<file path="src/rtl/core/bpss_pkg.sv">
package bpss_pkg;

  localparam logic [7:0] CharM     = 8'h4D;
  localparam logic [7:0] CharCaret = 8'h5E;
  localparam logic [7:0] CharGt    = 8'h3E;
  localparam logic [7:0] Char0     = 8'h30;
  localparam logic [7:0] Char1     = 8'h31;
  localparam logic [7:0] Char9     = 8'h39;

  localparam logic [7:0] UniqueLen = 8'd23;
  localparam logic [7:0] LegLen    = 8'd37;
  localparam logic [7:0] OffsetMax = 8'hFF;
  localparam logic [7:0] MaxLegs   = 8'd9;

  localparam logic CfgSkipVar  = 1'b0;
  localparam logic CfgCheckEnd = 1'b1;

  typedef enum logic [3:0] {
    PhIdle,
    PhUm,
    PhLm,
    PhSkip,
    PhUc,
    PhRc,
    PhInd,
    PhTail,
    PhSec,
    PhPost,
    PhErr
  } bpss_phase_e;

  typedef enum logic [2:0] {
    TagUniqueMand = 3'd0,
    TagLegMand    = 3'd1,
    TagUniqueCond = 3'd2,
    TagLegCond    = 3'd3,
    TagIndividual = 3'd4,
    TagSecurity   = 3'd5,
    TagSkipped    = 3'd6,
    TagDiscarded  = 3'd7
  } bpss_tag_e;

  typedef enum logic [3:0] {
    ErrNone      = 4'd0,
    ErrFormat    = 4'd1,
    ErrLegCount  = 4'd2,
    ErrLegCaret  = 4'd3,
    ErrHexSize   = 4'd4,
    ErrNoGt      = 4'd5,
    ErrOverrun   = 4'd6,
    ErrTruncated = 4'd7,
    ErrTrailing  = 4'd8
  } bpss_err_e;

  typedef struct packed {
    logic [7:0] data_byte;
    logic       frame_start;
    logic       frame_end;
  } bpss_in_t;

  typedef struct packed {
    logic [2:0] section_tag;
    logic [3:0] leg_number;
    logic [7:0] offset_in_section;
    logic [3:0] error_code;
    logic       frame_done;
    logic       frame_ok;
  } bpss_out_t;

  typedef struct packed {
    bpss_phase_e phase;
    logic [7:0]  offset;
    logic [3:0]  leg_total;
    logic [3:0]  leg_cur;
    logic [7:0]  var_rem;
    logic [7:0]  sub_rem;
    logic [3:0]  hex_hi;
  } bpss_state_t;

  localparam bpss_state_t StateReset = '{
    phase:     PhIdle,
    offset:    8'd0,
    leg_total: 4'd0,
    leg_cur:   4'd0,
    var_rem:   8'd0,
    sub_rem:   8'd0,
    hex_hi:    4'd0
  };

  function automatic logic [4:0] hex_digit(input logic [7:0] b);
    logic [7:0] d;
    d = 8'd16;
    if (b >= 8'h30 && b <= 8'h39) d = b - 8'h30;
    else if (b >= 8'h41 && b <= 8'h46) d = b - 8'h37;
    else if (b >= 8'h61 && b <= 8'h66) d = b - 8'h57;
    return d[4:0];
  endfunction

endpackage

</file>
<file path="src/rtl/core/bpss_step.sv">
module bpss_step (
  input  bpss_pkg::bpss_state_t state_i,
  input  bpss_pkg::bpss_in_t    beat_i,
  input  logic                  skip_var_i,
  input  logic                  check_end_i,
  output bpss_pkg::bpss_state_t state_o,
  output bpss_pkg::bpss_out_t   result_o
);
  import bpss_pkg::*;

  bpss_state_t s;
  bpss_tag_e   tag;
  bpss_err_e   err;
  logic [3:0]  leg;
  logic [7:0]  off;
  logic [7:0]  b;
  logic [7:0]  digit;
  logic [7:0]  size;
  logic [4:0]  h;
  logic        done;
  logic        ok;

  function automatic logic [7:0] sat_inc(input logic [7:0] v);
    return (v == OffsetMax) ? v : v + 8'd1;
  endfunction

  function automatic bpss_state_t leg_done(input bpss_state_t st);
    bpss_state_t r;
    r = st;
    r.offset = 8'd0;
    if (st.leg_cur < st.leg_total) begin
      r.leg_cur = st.leg_cur + 4'd1;
      r.phase   = PhLm;
    end else begin
      r.phase = PhTail;
    end
    return r;
  endfunction

  assign b     = beat_i.data_byte;
  assign h     = hex_digit(b);
  assign digit = b - Char0;

  always_comb begin
    s    = state_i;
    tag  = TagDiscarded;
    err  = ErrNone;
    leg  = 4'd0;
    off  = 8'd0;
    size = 8'd0;
    done = 1'b0;
    ok   = 1'b0;

    if (beat_i.frame_start) begin
      s       = StateReset;
      s.phase = PhUm;
    end

    if (s.phase != PhIdle && s.phase != PhErr) begin
      if (s.phase == PhTail && !skip_var_i && b == CharCaret) begin
        s.phase  = PhSec;
        s.offset = 8'd0;
      end
      off = s.offset;

      case (s.phase)
        PhUm: begin
          tag = TagUniqueMand;
          if (off == 8'd0 && b != CharM) begin
            err = ErrFormat;
          end else if (off == 8'd1) begin
            if (!(b inside {[Char1:Char9]}) || digit > MaxLegs) err = ErrLegCount;
            else s.leg_total = digit[3:0];
          end
          if (err == ErrNone) begin
            if (off >= UniqueLen - 8'd1) begin
              s.phase   = PhLm;
              s.leg_cur = 4'd1;
              s.offset  = 8'd0;
            end else begin
              s.offset = sat_inc(s.offset);
            end
          end
        end

        PhLm: begin
          tag = TagLegMand;
          leg = s.leg_cur;
          if (off == 8'd0 && b == CharCaret) begin
            err = ErrLegCaret;
          end else if (off inside {LegLen - 8'd2, LegLen - 8'd1}) begin
            if (h[4]) err = ErrHexSize;
            else if (off == LegLen - 8'd2) s.hex_hi = h[3:0];
          end
          if (err == ErrNone) begin
            if (off >= LegLen - 8'd1) begin
              size      = {s.hex_hi, h[3:0]};
              s.var_rem = size;
              s.offset  = 8'd0;
              if (size == 8'd0) s = leg_done(s);
              else if (skip_var_i) s.phase = PhSkip;
              else s.phase = (s.leg_cur == 4'd1) ? PhUc : PhRc;
            end else begin
              s.offset = sat_inc(s.offset);
            end
          end
        end

        PhSkip, PhInd: begin
          tag = (s.phase == PhSkip) ? TagSkipped : TagIndividual;
          leg = s.leg_cur;
          if (s.var_rem != 8'd0) s.var_rem = s.var_rem - 8'd1;
          s.offset = sat_inc(s.offset);
          if (s.var_rem == 8'd0) s = leg_done(s);
        end

        PhUc: begin
          tag = TagUniqueCond;
          leg = s.leg_cur;
          if (off == 8'd0) begin
            if (s.var_rem < 8'd4) err = ErrOverrun;
            else if (b != CharGt) err = ErrNoGt;
          end else if (off inside {8'd2, 8'd3}) begin
            if (h[4]) begin
              err = ErrHexSize;
            end else if (off == 8'd2) begin
              s.hex_hi = h[3:0];
            end else begin
              size = {s.hex_hi, h[3:0]};
              if ({1'b0, size} + 9'd2 > {1'b0, s.var_rem - 8'd1}) err = ErrOverrun;
              else s.sub_rem = size;
            end
          end
          if (err == ErrNone) begin
            s.var_rem = s.var_rem - 8'd1;
            if (off < 8'd3) begin
              s.offset = sat_inc(s.offset);
            end else begin
              if (off > 8'd3 && s.sub_rem != 8'd0) s.sub_rem = s.sub_rem - 8'd1;
              s.offset = sat_inc(s.offset);
              if (s.sub_rem == 8'd0) begin
                s.phase  = PhRc;
                s.offset = 8'd0;
              end
            end
          end
        end

        PhRc: begin
          tag = TagLegCond;
          leg = s.leg_cur;
          if (off == 8'd0 && s.var_rem < 8'd2) begin
            err = ErrOverrun;
          end else if (off < 8'd2) begin
            if (h[4]) begin
              err = ErrHexSize;
            end else if (off == 8'd0) begin
              s.hex_hi = h[3:0];
            end else begin
              size = {s.hex_hi, h[3:0]};
              if (size > s.var_rem - 8'd1) err = ErrOverrun;
              else s.sub_rem = size;
            end
          end
          if (err == ErrNone) begin
            if (s.var_rem != 8'd0) s.var_rem = s.var_rem - 8'd1;
            if (off == 8'd0) begin
              s.offset = sat_inc(s.offset);
            end else begin
              if (off > 8'd1 && s.sub_rem != 8'd0) s.sub_rem = s.sub_rem - 8'd1;
              s.offset = sat_inc(s.offset);
              if (s.sub_rem == 8'd0) begin
                s.offset = 8'd0;
                if (s.var_rem == 8'd0) s = leg_done(s);
                else s.phase = PhInd;
              end
            end
          end
        end

        PhSec: begin
          tag = TagSecurity;
          if (off inside {8'd2, 8'd3}) begin
            if (h[4]) err = ErrHexSize;
            else if (off == 8'd2) s.hex_hi = h[3:0];
            else s.sub_rem = {s.hex_hi, h[3:0]};
          end
          if (err == ErrNone) begin
            if (off < 8'd3) begin
              s.offset = sat_inc(s.offset);
            end else begin
              if (off > 8'd3 && s.sub_rem != 8'd0) s.sub_rem = s.sub_rem - 8'd1;
              s.offset = sat_inc(s.offset);
              if (s.sub_rem == 8'd0) begin
                s.phase  = PhPost;
                s.offset = 8'd0;
              end
            end
          end
        end

        default: begin
          off = 8'd0;
          if (skip_var_i) begin
            tag = TagSkipped;
          end else begin
            tag = TagDiscarded;
            if (check_end_i) err = ErrTrailing;
            else s.phase = PhPost;
          end
        end
      endcase

      if (err != ErrNone) begin
        done = 1'b1;
      end else if (beat_i.frame_end) begin
        done = 1'b1;
        if (s.phase == PhTail || s.phase == PhPost) begin
          ok      = 1'b1;
          s.phase = PhIdle;
        end else begin
          err = ErrTruncated;
        end
      end
      if (err != ErrNone) s.phase = PhErr;
    end
  end

  assign state_o                    = s;
  assign result_o.section_tag       = tag;
  assign result_o.leg_number        = leg;
  assign result_o.offset_in_section = off;
  assign result_o.error_code        = err;
  assign result_o.frame_done        = done;
  assign result_o.frame_ok          = ok;

endmodule

</file>
<file path="src/rtl/core/boarding_pass_section_splitter.sv">
// Channel   Direction  Handshake              Payload
// in        input      in_valid_i/in_ready_o   bpss_in_t  (byte, frame start, frame end)
// out       output     out_valid_o/out_ready_i bpss_out_t (tag, leg, offset, error, done, ok)
// cfg       input      cfg_we_i                cfg_idx_i, cfg_data_i
//
// One byte per cycle sustained while the output is not stalled; each beat is held in the input
// register and then in the result register, from which it leaves.
// The parse state advances when a beat moves from the input to the result register.
// A stalled result holds; the input register still takes a beat and waits behind it.
// Reset clears the parse state to idle, the variable-part skip to 0 and check_end to 1.
module boarding_pass_section_splitter (
  input  logic                clk_i,
  input  logic                rst_ni,
  input  logic                in_valid_i,
  output logic                in_ready_o,
  input  bpss_pkg::bpss_in_t  in_data_i,
  output logic                out_valid_o,
  input  logic                out_ready_i,
  output bpss_pkg::bpss_out_t out_data_o,
  input  logic                cfg_we_i,
  input  logic                cfg_idx_i,
  input  logic                cfg_data_i
);
  import bpss_pkg::*;

  bpss_in_t    in_q;
  logic        in_valid_q;
  bpss_out_t   out_q;
  logic        out_valid_q;
  bpss_state_t state_q;
  bpss_state_t state_d;
  bpss_out_t   result;
  logic        skip_var_q;
  logic        check_end_q;
  logic        advance;

  assign advance    = in_valid_q && (!out_valid_q || out_ready_i);
  assign in_ready_o = !in_valid_q || advance;

  bpss_step u_step (
    .state_i    (state_q),
    .beat_i     (in_q),
    .skip_var_i (skip_var_q),
    .check_end_i(check_end_q),
    .state_o    (state_d),
    .result_o   (result)
  );

  always_ff @(posedge clk_i or negedge rst_ni) begin
    if (!rst_ni) begin
      skip_var_q  <= 1'b0;
      check_end_q <= 1'b1;
    end else if (cfg_we_i) begin
      if (cfg_idx_i == CfgSkipVar) skip_var_q <= cfg_data_i;
      if (cfg_idx_i == CfgCheckEnd) check_end_q <= cfg_data_i;
    end
  end

  always_ff @(posedge clk_i or negedge rst_ni) begin
    if (!rst_ni) begin
      in_valid_q  <= 1'b0;
      out_valid_q <= 1'b0;
      state_q     <= StateReset;
    end else begin
      if (in_valid_i && in_ready_o) in_valid_q <= 1'b1;
      else if (advance) in_valid_q <= 1'b0;
      if (advance) begin
        out_valid_q <= 1'b1;
        state_q     <= state_d;
      end else if (out_ready_i) begin
        out_valid_q <= 1'b0;
      end
    end
  end

  always_ff @(posedge clk_i) begin
    if (in_valid_i && in_ready_o) in_q <= in_data_i;
    if (advance) out_q <= result;
  end

  assign out_valid_o = out_valid_q;
  assign out_data_o  = out_q;

`ifndef SYNTH
  a_ok_is_clean: assert property (@(posedge clk_i) disable iff (!rst_ni)
    out_valid_q && out_q.frame_ok |-> out_q.frame_done && out_q.error_code == ErrNone)
    else $error("frame_ok without clean frame_done");

  a_err_latches: assert property (@(posedge clk_i) disable iff (!rst_ni)
    advance && result.error_code != ErrNone |=> state_q.phase == PhErr)
    else $error("error beat did not stop the parse");

  a_leg_bound: assert property (@(posedge clk_i) disable iff (!rst_ni)
    state_q.leg_cur <= state_q.leg_total)
    else $error("current leg above leg count");
`endif

endmodule
</file>
<file path="config.mk">
export PLATFORM = sky130hd
export DESIGN_NAME = boarding_pass_section_splitter
export DESIGN_NICKNAME = d
export VERILOG_FILES = /design/src/rtl/core/bpss_pkg.sv /design/src/rtl/core/bpss_step.sv /design/src/rtl/core/boarding_pass_section_splitter.sv
export SDC_FILE = /design/constraint.sdc
export NUM_CORES = 1
export LEC_CHECK = 0
export BUFFER_PORTS_ARGS = -buffer_cell sky130_fd_sc_hd__buf_4
export CAP_MARGIN = 40
export CORE_UTILIZATION = 47
export CTS_BUF_LIST = sky130_fd_sc_hd__clkbuf_2
export DETAILED_ROUTE_END_ITERATION = 6
export GPL_TIMING_DRIVEN = 0
export PLACE_DENSITY_LB_ADDON = 0.15
export SKIP_CTS_REPAIR_TIMING = 1
export SLEW_MARGIN = 20
export SYNTH_ARGS = -nofsm -noshare
export SYNTH_HDL_FRONTEND = slang
export SYNTH_SLANG_ARGS = --single-unit
</file>
<file path="constraint.sdc">
create_clock -name clk_i -period 19.35 [get_ports clk_i]
set_input_delay 0.9675 -clock clk_i [delete_from_list [all_inputs] [get_ports clk_i]]
set_output_delay 0.9675 -clock clk_i [all_outputs]
set_load 0.01 [all_outputs]
</file>
==> impl_metrics.csv <==
group,metric,value,unit
critical_path,cp_slowest_cell,"clkbuf_1",
clock_tree,worstSkewPairLatency,620,ps
timing,rsz0062_at_grt,"no",
grt,gr-total-overflow,0,
critical_path,cp_data_required_time,19700,ps
logic_synthesis,synthesis.area,8380,sq um
timing,worst_pin_slew,960,ps
cells_and_area,final_cells,1432,
logic_synthesis,syn_nets,1196,
logic_synthesis,synthFlopType,"dfrtp_1",
critical_path,cp-startpoint,"in_q[1]",
die,ios,40,
timing,fin_crit_sh,0.526,
placement,dp_hpwl,26.2,mm
logic_synthesis,synth_compound_area_frac,0.278,
logic_synthesis,yosysWarnings,0,
clock_tree,clkTransAtPathRegs,260,ps
route,post_drt_via_cell_ratio,6.79,
cells_and_area,layout-drive-gt1-share,0.0846,
hold_path,min_path_type,"in2async",
cells_and_area,register_area,2030,sq um
die,die-area,18400,sq um
power_and_ir_drop,p_per_area,104,nW/um^2
clock_tree,ctsRootBufferMaster,"clkbuf_2",
route,drc,0,
critical_path,rr_startpoint,"in_q[1]",
logic_synthesis,ys_ff_latch,75,
logic_synthesis,synth_edf_count,31,
timing,max_slew_margin,0.355,
critical_path,critPathMaxFanout,10,
critical_path,crit_buf_inv,9,
timing,setup_tns,0,ps
logic_synthesis,synth.distinct_cells,85,
grt,antenna_found_initial,1,
logic_synthesis,async_reset_ff_frac,0.587,
die,start_util,0.483,
power_and_ir_drop,p_leak,3.57,nW
route,first_iter_violations,1447,
die,die_height,135,um
critical_path,crit_arrival,10540,ps
route,routedWlPerCell,24.4,um
critical_path,cp_top_family,"buffers and inverters",
logic_synthesis,synth_top_family_by_area,"simple AND/OR/NAND/NOR gates",
timing,skew,45.5,ps
timing,clock.fmax,98.2,MHz
logic_synthesis,syn_avg_cell_area,7.32,sq um
placement,gp_congestion,1.00,
grt,grt_max_degree,45,
grt,grt_pass1_vias,8908,
timing,drv_slew,0,
placement,dpl.cell_count,1413,
die,placementRows,48,
clock_tree,numCtsBuffers,9,
route,dr.pass1.iters,7,
die,core-area,17400,sq um
critical_path,cp-start-kind,"flop",
cells_and_area,nets,1253,
logic_synthesis,synth_mux_area_frac,0.0320,
clock_tree,htree_levels,3,
placement,port_buffers,39,
timing,timing.final.hold_violations,0,
timing,finalSetupViolCount,0,
logic_synthesis,synthXorXnorAreaFrac,0.0502,
logic_synthesis,ys_top_cells_by_count,"143 x nand2_1, 130 x nor2_1, 93 x o21ai_0, 76 x a21oi_1, 56 x clkbuf_1",
logic_synthesis,synth.top_cell.area_share,0.128,
logic_synthesis,yosysTopAreaCell,"dfrtp_1",
clock_tree,clock_sinks,75,
route,wl,34.9,mm
grt,track_usage,0.385,
route,vias,9717,
job,drv_cap,0,
cells_and_area,area_growth,9.47,%
critical_path,critPathCaptureType,"flop",
route,ant_nets,0,
logic_synthesis,seq_area_frac_synth,0.243,
critical_path,r2r_setup_slack,9170,ps
clock_tree,tritoncts,"built",
critical_path,cpMostUsedCell,"clkbuf_1",
timing,period_minus_slack,10180,ps
die,die_x,135,um
cells_and_area,multi_input_area,5980,sq um
logic_synthesis,yosysMostFrequentCell,"nand2_1",
logic_synthesis,synthTopCellsByArea,"dfrtp_1 13%, edfxtp_1 11%, nand2_1 6.4%",
critical_path,critPathMaxStageDelay,680,ps
logic_synthesis,synthAdderAreaFrac,0.0523,
run_status,outcome,"complete, no violations",
power_and_ir_drop,irDropWorstVdd,0.0414,mV
cells_and_area,fill_cells,1784,
logic_synthesis,synthSimpleGateAreaFrac,0.300,
grt,grt_pass1_wl,52.7,mm
logic_synthesis,postSynthCellCount,1144,
clock_tree,cts_max_path_buffers,2,
critical_path,criticalPathCategory,"reg2reg",
-- logic make-up (layout without fill, tap and decap cells) --
| family | count (synthesis) | in the layout |
|---|---|---|
| and+or+nand+nor | 508 | 508 |
| AOI/OAI and AO/OA | 357 | 357 |
| buffers and inverters | 95 | 157 |
| DFF | 75 | 75 |
| xor gates and xnor gates | 48 | 48 |
| adders and majority gates | 35 | 35 |
| muxes | 26 | 26 |
| other | 0 | 1 |
-- worst register-to-register path: cells and delay by family, from the launching register on --
kind            cells  cell delay, ps
compound gates      9            2310
fa+ha+maj           2             560
buf+inv             9            4730
flops               1             470
simple gates        8            1880
-- routing by layer --
| layer | part of all wire | GRT usage | up-vias |
|---|---|---|---|
| li1 | - | - | 4387 |
| met1 | 0.41 | 0.513 | 4569 |
| met2 | 0.42 | 0.584 | 631 |
| met3 | 0.11 | 0.0827 | 130 |
| met4 | 0.051 | 0.195 | 0 |
| met5 | 0 | 0 | - |
-- final timing paths --
path	end	depth (start not counted)
setup reg to reg	out_data_o[4]	28
hold reg to reg	state_q[22]	2
hold / removal	state_q[18]	1
min in group clk_i	in_q[6]	1
max in group asynchronous	state_q[34]	1
setup / recovery	out_data_o[4]	28
-- state kept, by name, summed over array words and instances, names as in the netlist --
| signal | cells |
|---|---|
| out_valid_o | 1 |
| out_data_o | 21 |
| in_valid_q | 1 |
| skip_var_q | 1 |
| state_q | 40 |
| check_end_q | 1 |
| in_q | 10 |
-- per-stage QoR --
stage / power, mW / utilization / setup WS (ps) / cell area [sq um] / hold WS (ps)
2_1_floorplan: 0.627 / - / 12280 / 8380 / 450
3_3_place_gp: 0.804 / 0.516 / 9740 / 8950 / 466
3_5_place_dp: 0.810 / 0.519 / 9680 / 9010 / 481
4_1_cts: 0.923 / 0.527 / 9600 / 9150 / 310
5_1_grt: 0.999 / 0.528 / 8920 / 9170 / 329
6_report: 0.950 / 0.528 / 9170 / 9170 / 333
-- placed cells by master, fill, tap and decap left out, types with 5 or more instances in the layout --
master     instances
nor3_1            34
o22ai_1           14
o21ai_0           93
nand4_1           15
o21a_1             9
xnor2_1           34
edfxtp_1          31
ha_1              35
mux2_2             5
nand3_1           43
o221ai_1           7
or3_1             10
a31oi_1           16
dfrtp_1           43
and3_1            20
nor4_1            19
clkbuf_2          10
clkbuf_1          55
nor2_1           130
nor2b_1           18
nand2b_1          19
a21oi_1           76
nor3b_1            5
mux2i_1           20
or2_2              8
a21o_1            12
o31ai_1           17
xor2_1            14
buf_1              5
a22oi_1            5
a221oi_1          10
nand2_1          143
inv_1             23
o2111ai_1          5
buf_2             11
a211oi_1          21
buf_4             42
and2_1            11
a22o_1             5
o211ai_1          11
-- layout make-up --
type                    count  area share
diodes                      1    0.000273
plain buffers              71      0.0314
clock buffers               9     0.00491
clock inverters             7      0.0109
inverters                  24     0.00983
multi-input cells         974       0.652
flip-flops and latches     75       0.222
well taps                 225      0.0307
repair buffers             46      0.0383
-- report_power, final --
| part | switching, mW | total, mW | internal [mW] |
|---|---|---|---|
| clock | 0.0672 | 0.111 | 0.0439 |
| sequential | 0.0317 | 0.230 | 0.198 |
| combinational | 0.410 | 0.609 | 0.200 |
Note: power is estimated with default switching activity, not from simulation.
